[src/hw/rtl/crst_pkg.sv]
// crst_pkg: types, constants and ring tables for the calorimeter ring-sum trigger
// used by every module of the block; no dependencies
`default_nettype none

package crst_pkg;

    // field widths
    localparam int RING_W    = 5;
    localparam int CELL_E_W  = 16;
    localparam int CLUS_W    = 6;
    localparam int SUM_W     = 26;
    localparam int WORD_W    = 11;
    localparam int CFG_IDX_W = 2;

    // build constants
    localparam int ENERGY_BITS = 16;
    localparam int MAX_CELLS   = 576;
    localparam int CNT_W       = $clog2(MAX_CELLS + 1);

    localparam logic [CELL_E_W-1:0] ENERGY_MASK =
        CELL_E_W'((64'd1 << ENERGY_BITS) - 64'd1);

    localparam int NUM_RINGS  = 17;
    localparam int NUM_COMBOS = 11;
    localparam int TOTAL_LO   = 1;
    localparam int TOTAL_MID  = 7;
    localparam int TOTAL_HI   = 14;

    // up to six rings in a combination, seven in each half of the total
    localparam int COMBO_W = SUM_W + 3;
    localparam int HALF_W  = SUM_W + 3;
    localparam int TOTAL_W = SUM_W + 4;

    localparam logic [SUM_W-1:0] SUM_MAX = {SUM_W{1'b1}};

    // ring membership of each bhabha combination
    localparam logic [NUM_RINGS-1:0] COMBO_RINGS [NUM_COMBOS] = '{
        17'b1_1000_0000_0000_0011,
        17'b1_1110_0000_0000_0110,
        17'b0_0000_0000_0000_0010,
        17'b0_0111_0000_0000_0100,
        17'b0_0001_1000_0000_1000,
        17'b0_0000_1000_0001_1000,
        17'b0_0000_1100_0001_0000,
        17'b0_0000_0110_0010_0000,
        17'b0_0000_0011_0100_0000,
        17'b0_0000_0001_1000_0000,
        17'b0_0001_0000_0000_0000
    };

    // trigger word bit positions
    localparam int TW_TOTAL  = 1;
    localparam int TW_BHABHA = 3;
    localparam int TW_CLUS_L = 5;
    localparam int TW_CLUS_H = 7;
    localparam int TW_FWD    = 8;
    localparam int TW_VETO   = 9;
    localparam int TW_ALWAYS = 10;

    localparam logic [CLUS_W-1:0] CLUS_SAT = CLUS_W'(7);

    // configuration register indexes
    localparam logic [CFG_IDX_W-1:0] CFG_TOTAL_THR  = 2'd0;
    localparam logic [CFG_IDX_W-1:0] CFG_BHABHA_THR = 2'd1;
    localparam logic [CFG_IDX_W-1:0] CFG_CLUS_MIN   = 2'd2;

    localparam logic [SUM_W-1:0]  RST_TOTAL_THR  = 26'd1000;
    localparam logic [SUM_W-1:0]  RST_BHABHA_THR = 26'd5000;
    localparam logic [CLUS_W-1:0] RST_CLUS_MIN   = 6'd4;

    // queue between front and back
    localparam int QDEPTH    = 4;
    localparam int QPTR_BITS = $clog2(QDEPTH);

    typedef struct packed {
        logic [RING_W-1:0]   ring_index;
        logic [CELL_E_W-1:0] cell_energy;
        logic                last_cell;
        logic [CLUS_W-1:0]   cluster_count;
        logic [CLUS_W-1:0]   forward_clusters;
        logic                background_veto;
    } t_in;

    typedef struct packed {
        logic [WORD_W-1:0] trigger_word;
        logic [SUM_W-1:0]  total_energy;
        logic              bhabha_star;
    } t_out;

    typedef struct packed {
        logic [SUM_W-1:0]  total_thr;
        logic [SUM_W-1:0]  bhabha_thr;
        logic [CLUS_W-1:0] clus_min;
    } t_cfg;

    // classified item as queued for the back end
    typedef struct packed {
        logic                add;
        logic [RING_W-1:0]   ring;
        logic [CELL_E_W-1:0] energy;
        logic                last;
        logic [CLUS_W-1:0]   clusters;
        logic [CLUS_W-1:0]   fwd;
        logic                veto;
    } t_qent;

endpackage

`default_nettype wire

[src/hw/rtl/crst_front.sv]
// crst_front: accepts cell items, counts cells per event and marks which ones add
// depends on crst_pkg
`default_nettype none

module crst_front (
    input  wire logic           i_clk,
    input  wire logic           i_rst_n,
    input  wire logic           i_in_valid,
    input  crst_pkg::t_in       i_in_data,
    input  wire logic           i_q_full,
    output logic                o_push,
    output crst_pkg::t_qent     o_qent
);

    logic [crst_pkg::CNT_W-1:0] r_cnt;
    logic [crst_pkg::CNT_W-1:0] n_cnt;
    logic                       room;

    assign o_push = i_in_valid && !i_q_full;
    assign room   = r_cnt < crst_pkg::CNT_W'(crst_pkg::MAX_CELLS);

    always_comb begin
        o_qent.add      = room &&
            (i_in_data.ring_index < crst_pkg::RING_W'(crst_pkg::NUM_RINGS));
        o_qent.ring     = i_in_data.ring_index;
        o_qent.energy   = i_in_data.cell_energy & crst_pkg::ENERGY_MASK;
        o_qent.last     = i_in_data.last_cell;
        o_qent.clusters = i_in_data.cluster_count;
        o_qent.fwd      = i_in_data.forward_clusters;
        o_qent.veto     = i_in_data.background_veto;
    end

    // cells past the limit still count toward closing the event
    always_comb begin
        n_cnt = r_cnt;
        if (o_push) begin
            if (i_in_data.last_cell) begin
                n_cnt = '0;
            end else if (room) begin
                n_cnt = r_cnt + 1'b1;
            end
        end
    end

    always_ff @(posedge i_clk) begin
        if (!i_rst_n) begin
            r_cnt <= '0;
        end else begin
            r_cnt <= n_cnt;
        end
    end

endmodule

`default_nettype wire

[src/hw/rtl/crst_queue.sv]
// crst_queue: short fifo of classified items between front and back
// depends on crst_pkg
`default_nettype none

module crst_queue (
    input  wire logic           i_clk,
    input  wire logic           i_rst_n,
    input  wire logic           i_push,
    input  crst_pkg::t_qent     i_wdata,
    input  wire logic           i_pop,
    output crst_pkg::t_qent     o_rdata,
    output logic                o_full,
    output logic                o_empty
);

    crst_pkg::t_qent                r_mem [crst_pkg::QDEPTH];
    logic [crst_pkg::QPTR_BITS-1:0] r_wp;
    logic [crst_pkg::QPTR_BITS-1:0] r_rp;
    logic [crst_pkg::QPTR_BITS:0]   r_cnt;
    logic                           do_pop;

    assign o_full  = r_cnt == (crst_pkg::QPTR_BITS+1)'(crst_pkg::QDEPTH);
    assign o_empty = r_cnt == '0;
    assign o_rdata = r_mem[r_rp];
    assign do_pop  = i_pop && !o_empty;

    always_ff @(posedge i_clk) begin
        if (i_push) begin
            r_mem[r_wp] <= i_wdata;
        end
    end

    always_ff @(posedge i_clk) begin
        if (!i_rst_n) begin
            r_wp  <= '0;
            r_rp  <= '0;
            r_cnt <= '0;
        end else begin
            if (i_push) begin
                r_wp <= r_wp + 1'b1;
            end
            if (do_pop) begin
                r_rp <= r_rp + 1'b1;
            end
            if (i_push && !do_pop) begin
                r_cnt <= r_cnt + 1'b1;
            end else if (do_pop && !i_push) begin
                r_cnt <= r_cnt - 1'b1;
            end
        end
    end

endmodule

`default_nettype wire

[src/hw/rtl/crst_back.sv]
// crst_back: ring sum accumulation, event evaluation and the result register
// depends on crst_pkg
`default_nettype none

module crst_back (
    input  wire logic           i_clk,
    input  wire logic           i_rst_n,
    input  crst_pkg::t_cfg      i_cfg,
    input  crst_pkg::t_qent     i_qent,
    input  wire logic           i_q_empty,
    output logic                o_pop,
    output logic                o_out_valid,
    input  wire logic           i_out_stall,
    output crst_pkg::t_out      o_out_data
);

    localparam logic [1:0] ST_RUN  = 2'd0;
    localparam logic [1:0] ST_SUM  = 2'd1;
    localparam logic [1:0] ST_DONE = 2'd2;

    logic [1:0]                    r_state;
    logic [crst_pkg::SUM_W-1:0]    r_sum [crst_pkg::NUM_RINGS];
    logic [crst_pkg::CLUS_W-1:0]   r_clusters;
    logic [crst_pkg::CLUS_W-1:0]   r_fwd;
    logic                          r_veto;
    logic [crst_pkg::HALF_W-1:0]   r_half_lo;
    logic [crst_pkg::HALF_W-1:0]   r_half_hi;
    logic [crst_pkg::COMBO_W-1:0]  r_combo [crst_pkg::NUM_COMBOS];
    logic                          r_out_valid;
    crst_pkg::t_out                r_out;

    logic [crst_pkg::SUM_W:0]      acc;
    logic [crst_pkg::SUM_W-1:0]    n_ring;
    logic [crst_pkg::HALF_W-1:0]   n_half_lo;
    logic [crst_pkg::HALF_W-1:0]   n_half_hi;
    logic [crst_pkg::COMBO_W-1:0]  n_combo [crst_pkg::NUM_COMBOS];
    logic [crst_pkg::TOTAL_W-1:0]  total;
    logic                          star;
    logic                          out_free;
    logic                          load;
    crst_pkg::t_out                n_out;

    assign out_free    = !r_out_valid || !i_out_stall;
    assign o_pop       = (r_state == ST_RUN) && !i_q_empty;
    assign load        = (r_state == ST_DONE) && out_free;
    assign o_out_valid = r_out_valid;
    assign o_out_data  = r_out;

    // saturating add into the item's ring
    always_comb begin
        acc    = {1'b0, r_sum[i_qent.ring]} + (crst_pkg::SUM_W+1)'(i_qent.energy);
        n_ring = acc[crst_pkg::SUM_W] ? crst_pkg::SUM_MAX : acc[crst_pkg::SUM_W-1:0];
    end

    // first evaluation step: half totals and combination sums
    always_comb begin
        n_half_lo = '0;
        n_half_hi = '0;
        for (int r = crst_pkg::TOTAL_LO; r <= crst_pkg::TOTAL_MID; r++) begin
            n_half_lo = n_half_lo + crst_pkg::HALF_W'(r_sum[r]);
        end
        for (int r = crst_pkg::TOTAL_MID + 1; r <= crst_pkg::TOTAL_HI; r++) begin
            n_half_hi = n_half_hi + crst_pkg::HALF_W'(r_sum[r]);
        end
        for (int c = 0; c < crst_pkg::NUM_COMBOS; c++) begin
            n_combo[c] = '0;
            for (int r = 0; r < crst_pkg::NUM_RINGS; r++) begin
                if (crst_pkg::COMBO_RINGS[c][r]) begin
                    n_combo[c] = n_combo[c] + crst_pkg::COMBO_W'(r_sum[r]);
                end
            end
        end
    end

    // second step: total, compares and the trigger word
    always_comb begin
        total = crst_pkg::TOTAL_W'(r_half_lo) + crst_pkg::TOTAL_W'(r_half_hi);
        star  = 1'b0;
        for (int c = 0; c < crst_pkg::NUM_COMBOS; c++) begin
            if (r_combo[c] > crst_pkg::COMBO_W'(i_cfg.bhabha_thr)) begin
                star = 1'b1;
            end
        end
        n_out.trigger_word = '0;
        n_out.trigger_word[crst_pkg::TW_TOTAL] =
            total > crst_pkg::TOTAL_W'(i_cfg.total_thr);
        n_out.trigger_word[crst_pkg::TW_BHABHA] = star && (r_clusters > i_cfg.clus_min);
        n_out.trigger_word[crst_pkg::TW_CLUS_H:crst_pkg::TW_CLUS_L] =
            (r_clusters >= crst_pkg::CLUS_SAT) ? crst_pkg::CLUS_SAT[2:0] : r_clusters[2:0];
        n_out.trigger_word[crst_pkg::TW_FWD]    = r_fwd != '0;
        n_out.trigger_word[crst_pkg::TW_VETO]   = r_veto;
        n_out.trigger_word[crst_pkg::TW_ALWAYS] = 1'b1;
        n_out.total_energy = (total > crst_pkg::TOTAL_W'(crst_pkg::SUM_MAX)) ?
            crst_pkg::SUM_MAX : total[crst_pkg::SUM_W-1:0];
        n_out.bhabha_star  = star;
    end

    always_ff @(posedge i_clk) begin
        if (!i_rst_n) begin
            r_state     <= ST_RUN;
            r_out_valid <= 1'b0;
            for (int r = 0; r < crst_pkg::NUM_RINGS; r++) begin
                r_sum[r] <= '0;
            end
        end else begin
            if (load) begin
                r_out_valid <= 1'b1;
            end else if (!i_out_stall) begin
                r_out_valid <= 1'b0;
            end
            case (r_state)
                ST_RUN: begin
                    if (o_pop) begin
                        if (i_qent.add) begin
                            r_sum[i_qent.ring] <= n_ring;
                        end
                        if (i_qent.last) begin
                            r_state <= ST_SUM;
                        end
                    end
                end
                ST_SUM: begin
                    r_state <= ST_DONE;
                end
                ST_DONE: begin
                    if (load) begin
                        for (int r = 0; r < crst_pkg::NUM_RINGS; r++) begin
                            r_sum[r] <= '0;
                        end
                        r_state <= ST_RUN;
                    end
                end
                default: begin
                    r_state <= ST_RUN;
                end
            endcase
        end
    end

    // payload registers
    always_ff @(posedge i_clk) begin
        if (o_pop && i_qent.last) begin
            r_clusters <= i_qent.clusters;
            r_fwd      <= i_qent.fwd;
            r_veto     <= i_qent.veto;
        end
        if (r_state == ST_SUM) begin
            r_half_lo <= n_half_lo;
            r_half_hi <= n_half_hi;
            for (int c = 0; c < crst_pkg::NUM_COMBOS; c++) begin
                r_combo[c] <= n_combo[c];
            end
        end
        if (load) begin
            r_out <= n_out;
        end
    end

endmodule

`default_nettype wire

[src/hw/rtl/calorimeter_ring_sum_trigger_top.sv]
// calorimeter_ring_sum_trigger_top: top level, configuration registers and wiring
// depends on crst_pkg, crst_front, crst_queue, crst_back
`default_nettype none

// Takes one cell item per cycle while the four-entry item queue has room. Cells
// that are not last produce no result; the accumulator adds them into their ring.
// The last cell of an event passes three back-end steps (accumulate, combination
// sums, total and compares) before its result lands in the output register;
// the queue keeps taking cells of the next event during that evaluation. A result
// waiting on o_out_valid holds the back end in evaluation once the next result is
// ready to load; the input side stalls only when the queue then fills up.
// Configuration writes are registered and are read at event evaluation.
module calorimeter_ring_sum_trigger_top (
    input  wire logic                           i_clk,
    input  wire logic                           i_rst_n,
    input  wire logic                           i_in_valid,
    output logic                                o_in_stall,
    input  crst_pkg::t_in                       i_in_data,
    output logic                                o_out_valid,
    input  wire logic                           i_out_stall,
    output crst_pkg::t_out                      o_out_data,
    input  wire logic                           i_cfg_we,
    input  wire logic [crst_pkg::CFG_IDX_W-1:0] i_cfg_idx,
    input  wire logic [crst_pkg::SUM_W-1:0]     i_cfg_wdata
);

    crst_pkg::t_cfg  r_cfg;
    crst_pkg::t_qent push_ent;
    crst_pkg::t_qent head_ent;
    logic            push;
    logic            pop;
    logic            q_full;
    logic            q_empty;

    assign o_in_stall = q_full;

    always_ff @(posedge i_clk) begin
        if (!i_rst_n) begin
            r_cfg.total_thr  <= crst_pkg::RST_TOTAL_THR;
            r_cfg.bhabha_thr <= crst_pkg::RST_BHABHA_THR;
            r_cfg.clus_min   <= crst_pkg::RST_CLUS_MIN;
        end else if (i_cfg_we) begin
            case (i_cfg_idx)
                crst_pkg::CFG_TOTAL_THR:  r_cfg.total_thr  <= i_cfg_wdata;
                crst_pkg::CFG_BHABHA_THR: r_cfg.bhabha_thr <= i_cfg_wdata;
                crst_pkg::CFG_CLUS_MIN:
                    r_cfg.clus_min <= i_cfg_wdata[crst_pkg::CLUS_W-1:0];
                default: begin
                end
            endcase
        end
    end

    crst_front u_front (
        .i_clk      (i_clk),
        .i_rst_n    (i_rst_n),
        .i_in_valid (i_in_valid),
        .i_in_data  (i_in_data),
        .i_q_full   (q_full),
        .o_push     (push),
        .o_qent     (push_ent)
    );

    crst_queue u_queue (
        .i_clk   (i_clk),
        .i_rst_n (i_rst_n),
        .i_push  (push),
        .i_wdata (push_ent),
        .i_pop   (pop),
        .o_rdata (head_ent),
        .o_full  (q_full),
        .o_empty (q_empty)
    );

    crst_back u_back (
        .i_clk       (i_clk),
        .i_rst_n     (i_rst_n),
        .i_cfg       (r_cfg),
        .i_qent      (head_ent),
        .i_q_empty   (q_empty),
        .o_pop       (pop),
        .o_out_valid (o_out_valid),
        .i_out_stall (i_out_stall),
        .o_out_data  (o_out_data)
    );

endmodule

`default_nettype wire

[config.mk]
export PLATFORM = sky130hd
export DESIGN_NAME = calorimeter_ring_sum_trigger_top
export DESIGN_NICKNAME = d
export VERILOG_FILES = /design/src/hw/rtl/crst_pkg.sv /design/src/hw/rtl/crst_front.sv /design/src/hw/rtl/crst_queue.sv /design/src/hw/rtl/crst_back.sv /design/src/hw/rtl/calorimeter_ring_sum_trigger_top.sv
export SDC_FILE = /design/constraint.sdc
export NUM_CORES = 2
export LEC_CHECK = 0
export ABC_AREA = 1
export ABC_CLOCK_PERIOD_IN_PS = 7400
export BUFFER_PORTS_ARGS = -buffer_cell sky130_fd_sc_hd__buf_2
export CAP_MARGIN = 30
export CORE_MARGIN = 2
export CORE_UTILIZATION = 35
export DETAILED_ROUTE_END_ITERATION = 6
export GPL_ROUTABILITY_DRIVEN = 0
export HOLD_SLACK_MARGIN = 0.15
export MAX_ROUTING_LAYER = met4
export PLACE_DENSITY = 0.52
export SYNTH_ARGS = -nofsm -noshare
export SYNTH_HDL_FRONTEND = slang
export SYNTH_SLANG_ARGS = --single-unit
[constraint.sdc]
create_clock -name i_clk -period 7.4 [get_ports i_clk]
set_input_delay 1.85 -clock i_clk [delete_from_list [all_inputs] [get_ports i_clk]]
set_output_delay 1.85 -clock i_clk [all_outputs]
set_load 0.01 [all_outputs]
==> results.yml <==
timing:
  relSlewSlack: 0.2490
  fmax_ghz: 0.1433
  setup_ws_ns: 0.4206
  timing.final.crit_share: 0.9432
  drv_slew: 0
  grt_setup_unrepaired: "false"
  tightestPinTransition_ns: 1.127
  report.final.hold_viol_count: 0
  period_minus_slack_ns: 6.979
  finalSetupViolations: 0
  finalClockSkew_ns: 0.05874
  setup-tns-final_ns: 0
clock_tree:
  cts_resized: 0
  cts_tree: "built"
  hold_buffers: 0
  ctsLongestPathBuffers: 3
  clk_latency_ns: 0.85
  clk_pin_slew_worst_paths_ns: 0.06
  root_buffer: "clkbuf_16"
  htree_levels: 4
  cts_buffers: 170
  cts_setup_buffers: 0
  cts_sinks: 1465
worst_setup_path:
  crit_fanout: 4
  cpMostUsedCell: "o21ai_0"
  critical_path_class: "flop to flop"
  cp-start-kind: "flop"
  slowest_delay_ns: 0.83
  cp_slowest_cell: "o21ai_0"
  path_cells: "ha_1, nand3_1, nand2_1, a21oi_1, o21ai_0, buf_4, xor2_1, fa_1, inv_1, fa_1, inv_1, fa_1, ha_1, nand2_1, o21ai_0, nor2_1, o21ai_0, a21oi_1, o21ai_0, a21oi_1, xnor2_1"
  cp.arrival_ns: 7.55
  critPathRequiredTime_ns: 7.97
  endpoint_kind: "flop"
routing:
  vias: 78400
  routed_wl_um: 374700
  wire_per_inst_um: 26.33
  drc: 0
  initialDrtViolationCount: 9679
  first_pass_iters: 7
  avgViaCountPerCell: 5.509
  ant_nets: 0
global_routing:
  grt_pass1_wl_um: 527800
  grt_util_all_layers: 0.2649
  first_global_vias: 76670
  grt_max_degree: 171
  grt.overflow.total: 0
  antenna_found_initial: 19
logic_synthesis:
  synth_ff_type: "edfxtp_1"
  synth-seq-cells: 1465
  synth_top_area_share: 0.4264
  yosysWarnings: 0
  ys_top_cells_by_area: "edfxtp_1, ha_1, fa_1"
  netlist_area_um2: 97540
  yosysTopAreaCell: "edfxtp_1"
  ys_seq_area_frac: 0.4428
  synthCells: 10080
  ys_async_sr_fraction: 0
  synth-edff-count: 1385
  synth_area_per_cell_um2: 9.673
  ys_types: 64
outcome:
  status: "finished clean"
finish:
  fillers: 27050
  nNetsFinal: 11700
  area_growth_syn_to_layout_pct: 12.12
  drive_gt1_frac: 0.07803
hold_path:
  min_path_type: "flop to flop"
run:
  drv_cap: 0
floorplanning:
  die_width_um: 531.9
  die_h_um: 531.9
  io-pin-count: 108
  row_count: 193
  dieArea_um2: 282900
  core-area_um2: 276700
  initial_core_util: 0.3525
place:
  port_buffers: 103
  place_hpwl_um: 294000
  dp_slack_ns: 0.5942
## per-layer routing
layer  up-vias  global-route usage  wire length [um]
li1      35250                   -                 -
met1     38350              0.3397            151500
met2      3998              0.4004            164600
met3       803             0.05739             38560
met4         0              0.1190             19990
met5         -                   -                 0
## synthesized netlist by cell type (32+ instances only)
| cell type | n |
|---|---|
| dfxtp_1 | 80 |
| nand3_1 | 245 |
| o211ai_1 | 43 |
| edfxtp_1 | 1385 |
| o22ai_1 | 255 |
| inv_1 | 1374 |
| nor2_2 | 97 |
| a21boi_0 | 42 |
| fa_1 | 358 |
| nand3b_1 | 64 |
| nand4_1 | 105 |
| o21ai_0 | 633 |
| o21a_1 | 32 |
| o221ai_1 | 42 |
| xnor2_1 | 198 |
| a21oi_1 | 873 |
| nor3_1 | 81 |
| xor2_1 | 300 |
| buf_2 | 38 |
| clkbuf_1 | 131 |
| o21bai_1 | 48 |
| ha_1 | 898 |
| nand2_1 | 1664 |
| nor2_1 | 766 |
## cells in the final DEF, fill, tap and decap left out, types with 198 or more instances in the layout
cell type  instances
nand3_1          245
ha_1             898
xor2_1           300
o21ai_0          633
nor2_1           744
a21oi_1          873
buf_4            231
xnor2_1          198
fa_1             358
o22ai_1          255
nand2_1         1663
inv_1           1371
edfxtp_1        1385
## worst paths after layout
check | depth (start not counted) | slack [ns] | startpoint | to
max | 21 | 0.42 | u_back.r_sum[1][2] | u_back.r_half_lo[20]
min | 0 | 0.42 | u_back.r_veto | u_back.o_out_data[36]
max reg2reg | 21 | 0.42 | u_back.r_sum[1][2] | u_back.r_half_lo[20]
min reg2reg | 0 | 0.42 | u_back.r_veto | u_back.o_out_data[36]
## critical path, delay by kind of cell, from the launching register on
| kind | cells | cell delay [ns] |
|---|---|---|
| compound gates | 7 | 2.48 |
| fa+ha+maj | 5 | 2.15 |
| xor+xnor | 2 | 0.83 |
| flops | 1 | 0.46 |
| simple gates | 4 | 0.42 |
| buf+inv | 3 | 0.36 |
## state kept, by name, indices dropped and copies added, names as in the netlist, named ones only
name	count
u_back.r_half_hi	29
u_back.o_out_data	34
u_back.r_half_lo	29
u_back.r_fwd	6
u_back.r_state	2
u_queue.r_rp	2
u_back.r_combo	304
u_queue.r_wp	2
u_queue.r_cnt	3
u_front.r_cnt	10
r_cfg	58
u_back.r_sum	832
u_back.r_veto	1
u_back.r_clusters	6
u_queue.r_mem	144
u_back.o_out_valid	1
## area by class of cell
cell class,count,area [um^2],area share
multi-input combinational,6983,48100,0.4399
clock inverter,124,1225,0.01120
timing repair buffer,352,2542,0.02325
clock buffer,192,4358,0.03985
sequential,1465,43190,0.3950
inverter,1405,5289,0.04836
tap,3705,4636,0.04239
antenna,6,15.01,0.0001373
## logic make-up (layout without fill, tap and decap cells)
group,after synthesis,in the layout,synth area share
AOI/OAI and AO/OA,2123,2123,0.1216
xor gates and xnor gates,498,498,0.04472
DFF,1465,1465,0.4428
buffers and inverters,1638,2073,0.06645
and+or+nand+nor,3102,3102,0.1357
other,2,10,0.00007699
adders and majority gates,1256,1256,0.1887
## per-stage QoR
stage	hold slack (ns)	util	cell area, um^2	std cells
after floorplan	0.4003	-	97550	10090
after global placement	0.4053	0.3746	103700	13900
after detailed placement	0.4045	0.3749	103800	13910
after CTS	0.4182	0.3951	109300	14230
after global routing	0.4561	0.3952	109400	14230
final	0.4170	0.3952	109400	14230
Power is left out: the tool's default activity adds up to more than one toggle a clock period on the data nets, which glitch-free logic cannot reach.
